$ cat src/design/rpy_pkg.sv
// ----------------------------------------------------------------------------
// rpy_pkg
// Shared types and BT.601 integer coefficients for the RGB pair to YUY2 block.
// ----------------------------------------------------------------------------
package rpy_pkg;

   // widths of the lane arithmetic
   localparam int PIX_W  = 8;
   localparam int COEF_W = 9;
   localparam int PROD_W = PIX_W + 1 + COEF_W;
   localparam int SUM_W  = PROD_W + 2;
   localparam int SHIFT  = 8;
   localparam int LANE_W = SUM_W - SHIFT + 1;

   // rounding term added before the shift
   localparam logic signed [SUM_W-1:0] ROUND = SUM_W'(128);

   // one set of weights and the offset that follows the shift
   typedef struct packed {
      logic signed [COEF_W-1:0] kr;
      logic signed [COEF_W-1:0] kg;
      logic signed [COEF_W-1:0] kb;
      logic        [PIX_W-1:0]  off;
   } coef_type;

   localparam coef_type LUMA_COEF = '{kr: 9'sd66,  kg: 9'sd129, kb: 9'sd25,  off: 8'd16};
   localparam coef_type BLUE_COEF = '{kr: -9'sd38, kg: -9'sd74, kb: 9'sd112, off: 8'd128};
   localparam coef_type RED_COEF  = '{kr: 9'sd112, kg: -9'sd94, kb: -9'sd18, off: 8'd128};

   // one lane result before clamping
   typedef logic signed [LANE_W-1:0] lane_type;

endpackage

$ cat src/design/rpy_lane.sv
// ----------------------------------------------------------------------------
// rpy_lane
// One weighting lane: registered products, then sum, round, shift and offset.
// ----------------------------------------------------------------------------
module rpy_lane (
   input  logic                        clock,
   input  logic [rpy_pkg::PIX_W-1:0]   red,
   input  logic [rpy_pkg::PIX_W-1:0]   green,
   input  logic [rpy_pkg::PIX_W-1:0]   blue,
   input  rpy_pkg::coef_type           coef,
   output rpy_pkg::lane_type           lane_out
);
   import rpy_pkg::*;

   logic signed [PROD_W-1:0] prod_r_ff, prod_g_ff, prod_b_ff;
   logic signed [PROD_W-1:0] prod_r_in, prod_g_in, prod_b_in;
   logic signed [SUM_W-1:0]  sum;
   logic signed [SUM_W-SHIFT-1:0] shifted;

   // products of each channel with its weight
   always_comb begin
      prod_r_in = PROD_W'($signed({1'b0, red})   * coef.kr);
      prod_g_in = PROD_W'($signed({1'b0, green}) * coef.kg);
      prod_b_in = PROD_W'($signed({1'b0, blue})  * coef.kb);
   end

   always_ff @(posedge clock) begin
      prod_r_ff <= prod_r_in;
      prod_g_ff <= prod_g_in;
      prod_b_ff <= prod_b_in;
   end

   // sum with rounding, floor shift, then offset
   always_comb begin
      sum      = SUM_W'(prod_r_ff) + SUM_W'(prod_g_ff) + SUM_W'(prod_b_ff) + ROUND;
      shifted  = sum[SUM_W-1:SHIFT];
      lane_out = LANE_W'(shifted) + LANE_W'($signed({1'b0, coef.off}));
   end

endmodule

$ cat src/design/rpy_merge.sv
// ----------------------------------------------------------------------------
// rpy_merge
// Clamps the four lane results and registers them as one YUY2 group.
// ----------------------------------------------------------------------------
module rpy_merge (
   input  logic                        clock,
   input  logic                        reset,
   input  logic                        lane_valid,
   input  rpy_pkg::lane_type           luma_left,
   input  rpy_pkg::lane_type           chroma_blue,
   input  rpy_pkg::lane_type           luma_right,
   input  rpy_pkg::lane_type           chroma_red,
   output logic                        rsp_valid,
   output logic [rpy_pkg::PIX_W-1:0]   rsp_luma_left,
   output logic [rpy_pkg::PIX_W-1:0]   rsp_chroma_blue,
   output logic [rpy_pkg::PIX_W-1:0]   rsp_luma_right,
   output logic [rpy_pkg::PIX_W-1:0]   rsp_chroma_red
);
   import rpy_pkg::*;

   localparam lane_type BYTE_MIN = LANE_W'(0);
   localparam lane_type BYTE_MAX = LANE_W'(255);

   function automatic logic [PIX_W-1:0] clamp_byte(input lane_type x);
      logic [PIX_W-1:0] r;
      if (x < BYTE_MIN) begin
         r = '0;
      end else if (x > BYTE_MAX) begin
         r = '1;
      end else begin
         r = x[PIX_W-1:0];
      end
      return r;
   endfunction

   logic                valid_ff;
   logic [PIX_W-1:0]    ll_ff, cb_ff, lr_ff, cr_ff;

   // strobe follows the lane stage
   always_ff @(posedge clock) begin
      if (reset) begin
         valid_ff <= 1'b0;
      end else begin
         valid_ff <= lane_valid;
      end
   end

   // clamped group register
   always_ff @(posedge clock) begin
      ll_ff <= clamp_byte(luma_left);
      cb_ff <= clamp_byte(chroma_blue);
      lr_ff <= clamp_byte(luma_right);
      cr_ff <= clamp_byte(chroma_red);
   end

   assign rsp_valid       = valid_ff;
   assign rsp_luma_left   = ll_ff;
   assign rsp_chroma_blue = cb_ff;
   assign rsp_luma_right  = lr_ff;
   assign rsp_chroma_red  = cr_ff;

endmodule

$ cat src/design/rgba_pair_to_yuy2_top.sv
// ----------------------------------------------------------------------------
// rgba_pair_to_yuy2_top
// Converts one horizontal RGB pixel pair into one YUY2 group (Y0 U Y1 V).
// ----------------------------------------------------------------------------
//  channel   ports               handshake
//  request   start, busy, req_*  taken when start is high and busy is low
//  result    rsp_valid, rsp_*    one-cycle strobe, cannot be held off
//
//  one request per cycle; busy is always low
//  each result is registered twice on its way out: first in the lane
//  product registers, then in the clamp and output register
//  reset clears only the valid pipeline; nothing is kept between requests
// ----------------------------------------------------------------------------
module rgba_pair_to_yuy2_top (
   input  logic                        clock,
   input  logic                        reset,
   input  logic                        start,
   output logic                        busy,
   input  logic [rpy_pkg::PIX_W-1:0]   req_red_left,
   input  logic [rpy_pkg::PIX_W-1:0]   req_green_left,
   input  logic [rpy_pkg::PIX_W-1:0]   req_blue_left,
   input  logic [rpy_pkg::PIX_W-1:0]   req_red_right,
   input  logic [rpy_pkg::PIX_W-1:0]   req_green_right,
   input  logic [rpy_pkg::PIX_W-1:0]   req_blue_right,
   output logic                        rsp_valid,
   output logic [rpy_pkg::PIX_W-1:0]   rsp_luma_left,
   output logic [rpy_pkg::PIX_W-1:0]   rsp_chroma_blue,
   output logic [rpy_pkg::PIX_W-1:0]   rsp_luma_right,
   output logic [rpy_pkg::PIX_W-1:0]   rsp_chroma_red
);
   import rpy_pkg::*;

   logic              req_accept;
   logic              lane_valid_ff;
   logic [PIX_W:0]    sum_r, sum_g, sum_b;
   logic [PIX_W-1:0]  avg_r, avg_g, avg_b;
   lane_type          ll_lane, cb_lane, lr_lane, cr_lane;

   assign busy       = 1'b0;
   assign req_accept = start && !busy;

   // channel-wise truncating average for the shared chroma
   always_comb begin
      sum_r = {1'b0, req_red_left}   + {1'b0, req_red_right};
      sum_g = {1'b0, req_green_left} + {1'b0, req_green_right};
      sum_b = {1'b0, req_blue_left}  + {1'b0, req_blue_right};
      avg_r = sum_r[PIX_W:1];
      avg_g = sum_g[PIX_W:1];
      avg_b = sum_b[PIX_W:1];
   end

   // valid for the lane stage
   always_ff @(posedge clock) begin
      if (reset) begin
         lane_valid_ff <= 1'b0;
      end else begin
         lane_valid_ff <= req_accept;
      end
   end

   // four lanes side by side
   rpy_lane u_lane_ll (
      .clock    (clock),
      .red      (req_red_left),
      .green    (req_green_left),
      .blue     (req_blue_left),
      .coef     (LUMA_COEF),
      .lane_out (ll_lane)
   );

   rpy_lane u_lane_cb (
      .clock    (clock),
      .red      (avg_r),
      .green    (avg_g),
      .blue     (avg_b),
      .coef     (BLUE_COEF),
      .lane_out (cb_lane)
   );

   rpy_lane u_lane_lr (
      .clock    (clock),
      .red      (req_red_right),
      .green    (req_green_right),
      .blue     (req_blue_right),
      .coef     (LUMA_COEF),
      .lane_out (lr_lane)
   );

   rpy_lane u_lane_cr (
      .clock    (clock),
      .red      (avg_r),
      .green    (avg_g),
      .blue     (avg_b),
      .coef     (RED_COEF),
      .lane_out (cr_lane)
   );

   // clamp and register the group
   rpy_merge u_merge (
      .clock           (clock),
      .reset           (reset),
      .lane_valid      (lane_valid_ff),
      .luma_left       (ll_lane),
      .chroma_blue     (cb_lane),
      .luma_right      (lr_lane),
      .chroma_red      (cr_lane),
      .rsp_valid       (rsp_valid),
      .rsp_luma_left   (rsp_luma_left),
      .rsp_chroma_blue (rsp_chroma_blue),
      .rsp_luma_right  (rsp_luma_right),
      .rsp_chroma_red  (rsp_chroma_red)
   );

`ifndef SYNTHESIS
   // every request yields a result after the lane and merge registers
   a_req_to_rsp : assert property (@(posedge clock) disable iff (reset)
      req_accept ##1 1'b1 |=> rsp_valid)
      else $error("request without result");

   // no result without a request that went through the lane and merge registers
   a_rsp_from_req : assert property (@(posedge clock)
      rsp_valid |-> $past(req_accept, 2))
      else $error("result without request");

   // luma stays in the nominal video range
   a_luma_range : assert property (@(posedge clock) disable iff (reset)
      rsp_valid |-> (rsp_luma_left >= 8'd16 && rsp_luma_left <= 8'd235 &&
                     rsp_luma_right >= 8'd16 && rsp_luma_right <= 8'd235))
      else $error("luma out of range");
`endif

endmodule

$ cat config.mk
export PLATFORM = sky130hd
export DESIGN_NAME = rgba_pair_to_yuy2_top
export DESIGN_NICKNAME = d
export VERILOG_FILES = /design/src/design/rpy_pkg.sv /design/src/design/rpy_lane.sv /design/src/design/rpy_merge.sv /design/src/design/rgba_pair_to_yuy2_top.sv
export SDC_FILE = /design/constraint.sdc
export NUM_CORES = 1
export LEC_CHECK = 0
export ABC_AREA = 0
export BUFFER_PORTS_ARGS = -buffer_cell sky130_fd_sc_hd__buf_2
export CAP_MARGIN = 10
export CORE_AREA = 3 3 188 190
export CTS_BUF_LIST = sky130_fd_sc_hd__clkbuf_8
export DETAILED_ROUTE_END_ITERATION = 10
export DIE_AREA = 0 0 191 193
export GPL_ROUTABILITY_DRIVEN = 0
export PLACE_DENSITY_LB_ADDON = 0.25
export SLEW_MARGIN = 25
export SYNTH_ARGS = -nofsm -noshare
export SYNTH_HDL_FRONTEND = slang
export SYNTH_SLANG_ARGS = --single-unit
$ cat constraint.sdc
create_clock -name clock -period 7 [get_ports clock]
set_input_delay 0 -clock clock [delete_from_list [all_inputs] [get_ports clock]]
set_output_delay 0 -clock clock [all_outputs]
set_load 0.02 [all_outputs]
==> impl_metrics.ini, run 1 <==
[clock_network]
tritoncts = yes
clockBufferDepth = 2
cts_root_buf = clkbuf_8
post_cts_buffers = 0
clkLatencyLatePin_ns = 0.49
path_clk_slew_ns = 0.12
cts_sinks = 199
cts_made_buffers = 17
ctsResizeCount = 0
cts_hold_repair.buffers = 49
h-tree-depth = 4

[synth]
synth_fa_ha_area_share_pct = 39.51
synth_top_family_by_area = adder cells
synth.area.mux_share_pct = 0.1184
synth_xor_area_share_pct = 8.912
netlist_area_mm2 = 0.01690
synth_cells = 1736
synth_compound_area_share_pct = 13.44
synth_top_cell_by_area = ha_1
ys_seq_elements = 199
yosysWarnings = 0
synth_nets = 2265
async_reset_ff_share_pct = 0
syn_area_per_cell_um2 = 9.737
netlist.area_leader.share_pct = 28.50
synth-simple-area-share_pct = 8.024
ys_top_cells_by_area = ha_1, dfxtp_1, fa_1
yosys.cell_types.count = 78
synth_enable_flop_cells = 0
synthFlopType = dfxtp_1
synth_seq_area_share_pct = 23.57

[cells_and_area]
area_growth_syn_to_layout_pct = 11.30
drive_above_1_share_pct = 8.078
nets = 2410

[timing]
skew_ns = 0.01749
fmax_mhz = 175.8
fin_crit_sh_pct = 81.27
post-route-min-period_ns = 5.689
hold_viol_final = 0
finalSetupViolations = 0
tns_ns = 0
worst_pin_slew_ns = 0.9091
maxSlewViolCount = 0
relSlewSlack_pct = 38.87
rsz0062_at_grt = no

[floorplanning]
ioPinCount = 85
dieArea_mm2 = 0.03686
start_util_pct = 50.28
die_h_um = 193
core_mm2 = 0.03362
rows = 67
die_x_um = 191

[global_routing]
grt-ovfl-total = 0
antenna_found_initial = 1
grt_pass1_wl_um = 58150
grt_max_degree = 22
grt_pass1_vias = 12110
grt_use_total_pct = 19.69

[detailed_routing]
wl_per_cell_um = 14.93
num_vias = 12130
ant_nets = 0
finalWirelength_um = 35000
drt-vias-per-instance = 5.177
drc_errors = 0
detail_route.iter0.violations = 479
dr.pass1.iters = 7

[run_status]
outcome = finished, final reports clean

[critical_path]
cp_common_cell = ha_1
crit_type = flop to flop
r2r_cells = 25
cp_max_fo = 7
worstSetupStartpointType = flop
crit_arrival_ns = 6.06
critPathCapture = u_merge.rsp_luma_right[3]
cp-end-kind = flop
reg2reg_from = u_lane_lr.prod_g_ff[1]
worstSetupStartpoint = u_lane_lr.prod_g_ff[1]
required_ns = 7.37
r2r_end = u_merge.rsp_luma_right[3]
crit_path_max_incr_delay_ns = 0.67
cpMaxStageDelayCell = o31ai_1
rrSetupSlack_ns = 1.31

[run]
drv_cap = 0

[place]
hpwl_um = 29120
port_buffers = 83

[hold_path]
hold_path.class = input port to flop
==> placed cells by master, fill, tap and decap left out, types with 46 or more instances in the layout <==
cell type and count:
fa_1 93, buf_2 83, dfxtp_1 199, a21oi_1 130, dlygate4sd3_1 49, inv_1 277, nand2_1 46, ha_1 385
nor2_1 61, xnor2_1 119, xor2_1 53
==> per-stage QoR <==
step	cell area, µm²	hold WS, ns	setup slack (ns)	std cells	util [%]
after floorplan	16900	0.02772	1.866	1736	-
after global placement	17850	0.1713	1.531	2261	53.11
after detailed placement	17850	0.1666	1.374	2261	53.11
after CTS	18810	0.02104	1.359	2342	55.95
after global routing	18810	0.04858	0.7226	2343	55.96
final	18810	0.04482	1.311	2344	55.96
==> cells in the mapped netlist, drive strengths merged (3+ instances only) <==
cell	instances
ha	385
inv	277
dfxtp	199
a21oi	132
xnor2	119
fa	93
nor2	61
xor2	53
nand2	47
o21ai	44
a21o	43
o21bai	41
nand3	32
nor3	17
and3	16
nor2b	14
a31oi	13
o21a	13
nand2b	11
nand4	10
or2	8
and2	7
o211ai	7
o31ai	7
buf	6
a31o	5
nand3b	5
nor4b	5
a21boi	4
o2111ai	4
or3	4
a211oi	3
a41o	3
and4	3
nor3b	3
or4	3
==> cell families after synthesis <==
kind of cell	count (synthesis)
adder cells (fa/ha/maj)	478
AO/OA/AOI/OAI	347
buffers and inverters	285
AND/OR/NAND/NOR	252
flip-flops	199
XOR/XNOR	172
multiplexers	2
other	1
==> state kept, by name, indices dropped and copies added (netlist names), 9 cells and up <==
signal	cells
u_lane_cr.prod_r_ff	10
u_lane_cb.prod_r_ff	15
u_lane_lr.prod_g_ff	16
u_lane_cr.prod_b_ff	14
u_lane_cr.prod_g_ff	16
u_lane_lr.prod_b_ff	13
u_lane_ll.prod_r_ff	14
u_lane_ll.prod_b_ff	13
u_lane_ll.prod_g_ff	16
u_lane_cb.prod_g_ff	15
u_lane_lr.prod_r_ff	14
u_lane_cb.prod_b_ff	9
==> worst max-delay path: cells and delay by family (launching register included) <==
family / cells / cell delay (ns)
flops: 1 / 0.33
xor+xnor: 2 / 0.31
fa+ha+maj: 5 / 1.31
compound gates: 11 / 2.76
simple gates: 4 / 0.68
buf+inv: 3 / 0.15
==> routing by layer <==
metal  GRT usage, %  share of wire [%]
met1          27.55                 49
met4          6.830                2.8
met5              0                  0
met3          2.513                3.3
met2          31.55                 45
==> how the worst min path moves through the flow <==
stage                     startpoint                endpoint  slack [ns]  cells past startpoint
floorplan           req_blue_left[0]  u_lane_ll.prod_b_ff[0]        0.03                      0
global placement    req_red_right[0]  u_lane_lr.prod_r_ff[1]        0.17                      1
detailed placement   req_red_left[0]  u_lane_ll.prod_r_ff[1]        0.17                      1
CTS                 req_blue_left[5]  u_lane_ll.prod_b_ff[5]        0.02                      3
global route        req_blue_left[5]  u_lane_ll.prod_b_ff[5]        0.05                      3
finish              req_blue_left[5]  u_lane_ll.prod_b_ff[5]        0.04                      3
==> layout make-up <==
| cell class | count | area, µm² |
|---|---|---|
| fillers | 2956 | 14800 |
| multi-input cells | 1252 | 11840 |
| flip-flops and latches | 199 | 3984 |
| inverters | 277 | 1040 |
| repair buffers | 134 | 920.9 |
| well taps | 448 | 560.5 |
| clock buffers | 17 | 234.0 |
| clock inverters | 15 | 231.5 |
| diodes | 2 | 5.005 |
Power of run 1 is left out: the tool's default activity adds up to more than one toggle a clock period on the data nets, which glitch-free logic cannot reach.
==> run 2: changes to the inputs <==
clock period = 5.2 ns   (was 7 ns; I/O delays follow)
==> impl_metrics.ini, run 2 (synthesis gave the netlist of run 1 again) <==
[timing]
maxSlewViolCount = 0
post-route-min-period_ns = 5.068
rsz0062_at_grt = yes
skew_ns = 0.01571
fin_ws_ns = 0.1322
hold_viol_final = 0
worst_pin_slew_ns = 0.6814
fmax_mhz = 197.3
fin_crit_sh_pct = 97.46
finalSetupViolations = 0
hold_ws_ns = 0.03560
relSlewSlack_pct = 54.26

[cells_and_area]
drive_above_1_share_pct = 11.36
nets = 2443
reg.largest.list = u_lane_cr.prod_g_ff x16, u_lane_ll.prod_g_ff x16, u_lane_lr.prod_g_ff x16
n_fill_cell = 2957
final_common_cell = ha_1
area_growth_syn_to_layout_pct = 13.22
postLayoutCellArea_mm2 = 0.01914
final_cell_mix = ha_1, inv_1, dfxtp_1, xnor2_1, a21oi_1

[clock_network]
clkLatencyLatePin_ns = 0.50
tritoncts = yes
cts_sinks = 199
clockBufferDepth = 2
h-tree-depth = 4
cts_made_buffers = 17
path_clk_slew_ns = 0.11
cts_root_buf = clkbuf_8

[detailed_routing]
drc_errors = 0
ant_nets = 0
num_vias = 12310
wl_per_cell_um = 15.30
detail_route.iter0.violations = 418
finalWirelength_um = 36350
drt-vias-per-instance = 5.180
dr.pass1.iters = 5

[floorplanning]
start_util_pct = 50.28
dieArea_mm2 = 0.03686
die_x_um = 191
die_h_um = 193
core_mm2 = 0.03362
ioPinCount = 85
rows = 67

[critical_path]
crit_arrival_ns = 5.45
cp-end-kind = flop
cpMaxStageDelayCell = fa_2
worstSetupStartpointType = flop
required_ns = 5.58
crit_type = flop to flop
cp_max_fo = 7
crit_path_max_incr_delay_ns = 0.36

[run_status]
outcome = finished, final reports clean

[hold_path]
hold_path.class = input port to flop

[global_routing]
grt-ovfl-total = 0
grt_use_total_pct = 19.99
antenna_found_initial = 2
grt_max_degree = 20
grt_pass1_vias = 12250
grt_pass1_wl_um = 59140

[place]
port_buffers = 83
place_area_mm2 = 0.01806
dp_slack_ns = -0.04650
hpwl_um = 30070

[run]
drv_cap = 0
==> run 2: what timing repair did <==
item / in CTS / in global routing
hold endpoints to repair: 72 / 0
hold buffers: 49 / 0
buffers inserted: 0 / 5
pin swaps: 0 / 14
resized for setup: 2 / 36
setup endpoints to repair: 7 / 34
==> run 2: stage by stage <==
step | instances | setup TNS, ns | util [%]
2_1_floorplan | 1736 | 0 | -
3_3_place_gp | 2289 | 0 | 53.73
3_5_place_dp | 2289 | -0.1650 | 53.73
4_1_cts | 2370 | 0 | 56.41
5_1_grt | 2375 | -0.8513 | 56.92
6_report | 2376 | 0 | 56.93
==> run 2: layout make-up <==
class / instances / area (µm²) / area share [%]
Timing Repair Buffer: 167 / 1169 / 6.106
Antenna cell: 1 / 2.502 / 0.01308
Sequential cell: 199 / 3985 / 20.82
Tap cell: 448 / 560.5 / 2.929
Clock buffer: 18 / 247.7 / 1.294
Multi-Input combinational cell: 1252 / 11980 / 62.58
Clock inverter: 14 / 157.7 / 0.8237
Inverter: 277 / 1040 / 5.433
==> run 2: worst paths after layout <==
| path | startpoint | endpoint | slack, ns | cells after the start |
|---|---|---|---|---|
| setup / recovery | u_lane_lr.prod_r_ff[1] | u_merge.rsp_luma_right[4] | 0.13 | 29 |
| hold / removal | req_blue_left[5] | u_lane_ll.prod_b_ff[5] | 0.04 | 3 |
| setup reg to reg | u_lane_lr.prod_r_ff[1] | u_merge.rsp_luma_right[4] | 0.13 | 29 |
| hold reg to reg | lane_valid_ff | u_merge.rsp_valid | 0.45 | 1 |
==> run 2: critical path: cells and delay by family (launching register included) <==
family                     cells  cell delay (ns)
AOI/OAI and AO/OA             10             1.76
adders and majority gates      5             1.30
and+or+nand+nor                8             0.95
buffers and inverters          4             0.35
DFF                            1             0.34
xor gates and xnor gates       2             0.24
==> run 2: per-layer routing <==
metal  vias up  share of wire, %  track usage, %  wire length, µm
met5         -                 0               0                0
met3        47               4.3           3.381             1549
met2       231                46           32.85            16550
met4         0               2.0           5.588              712
met1      5762                48           27.35            17530
li1       6267                 -               -                -
Power of run 2 is left out for the same reason.
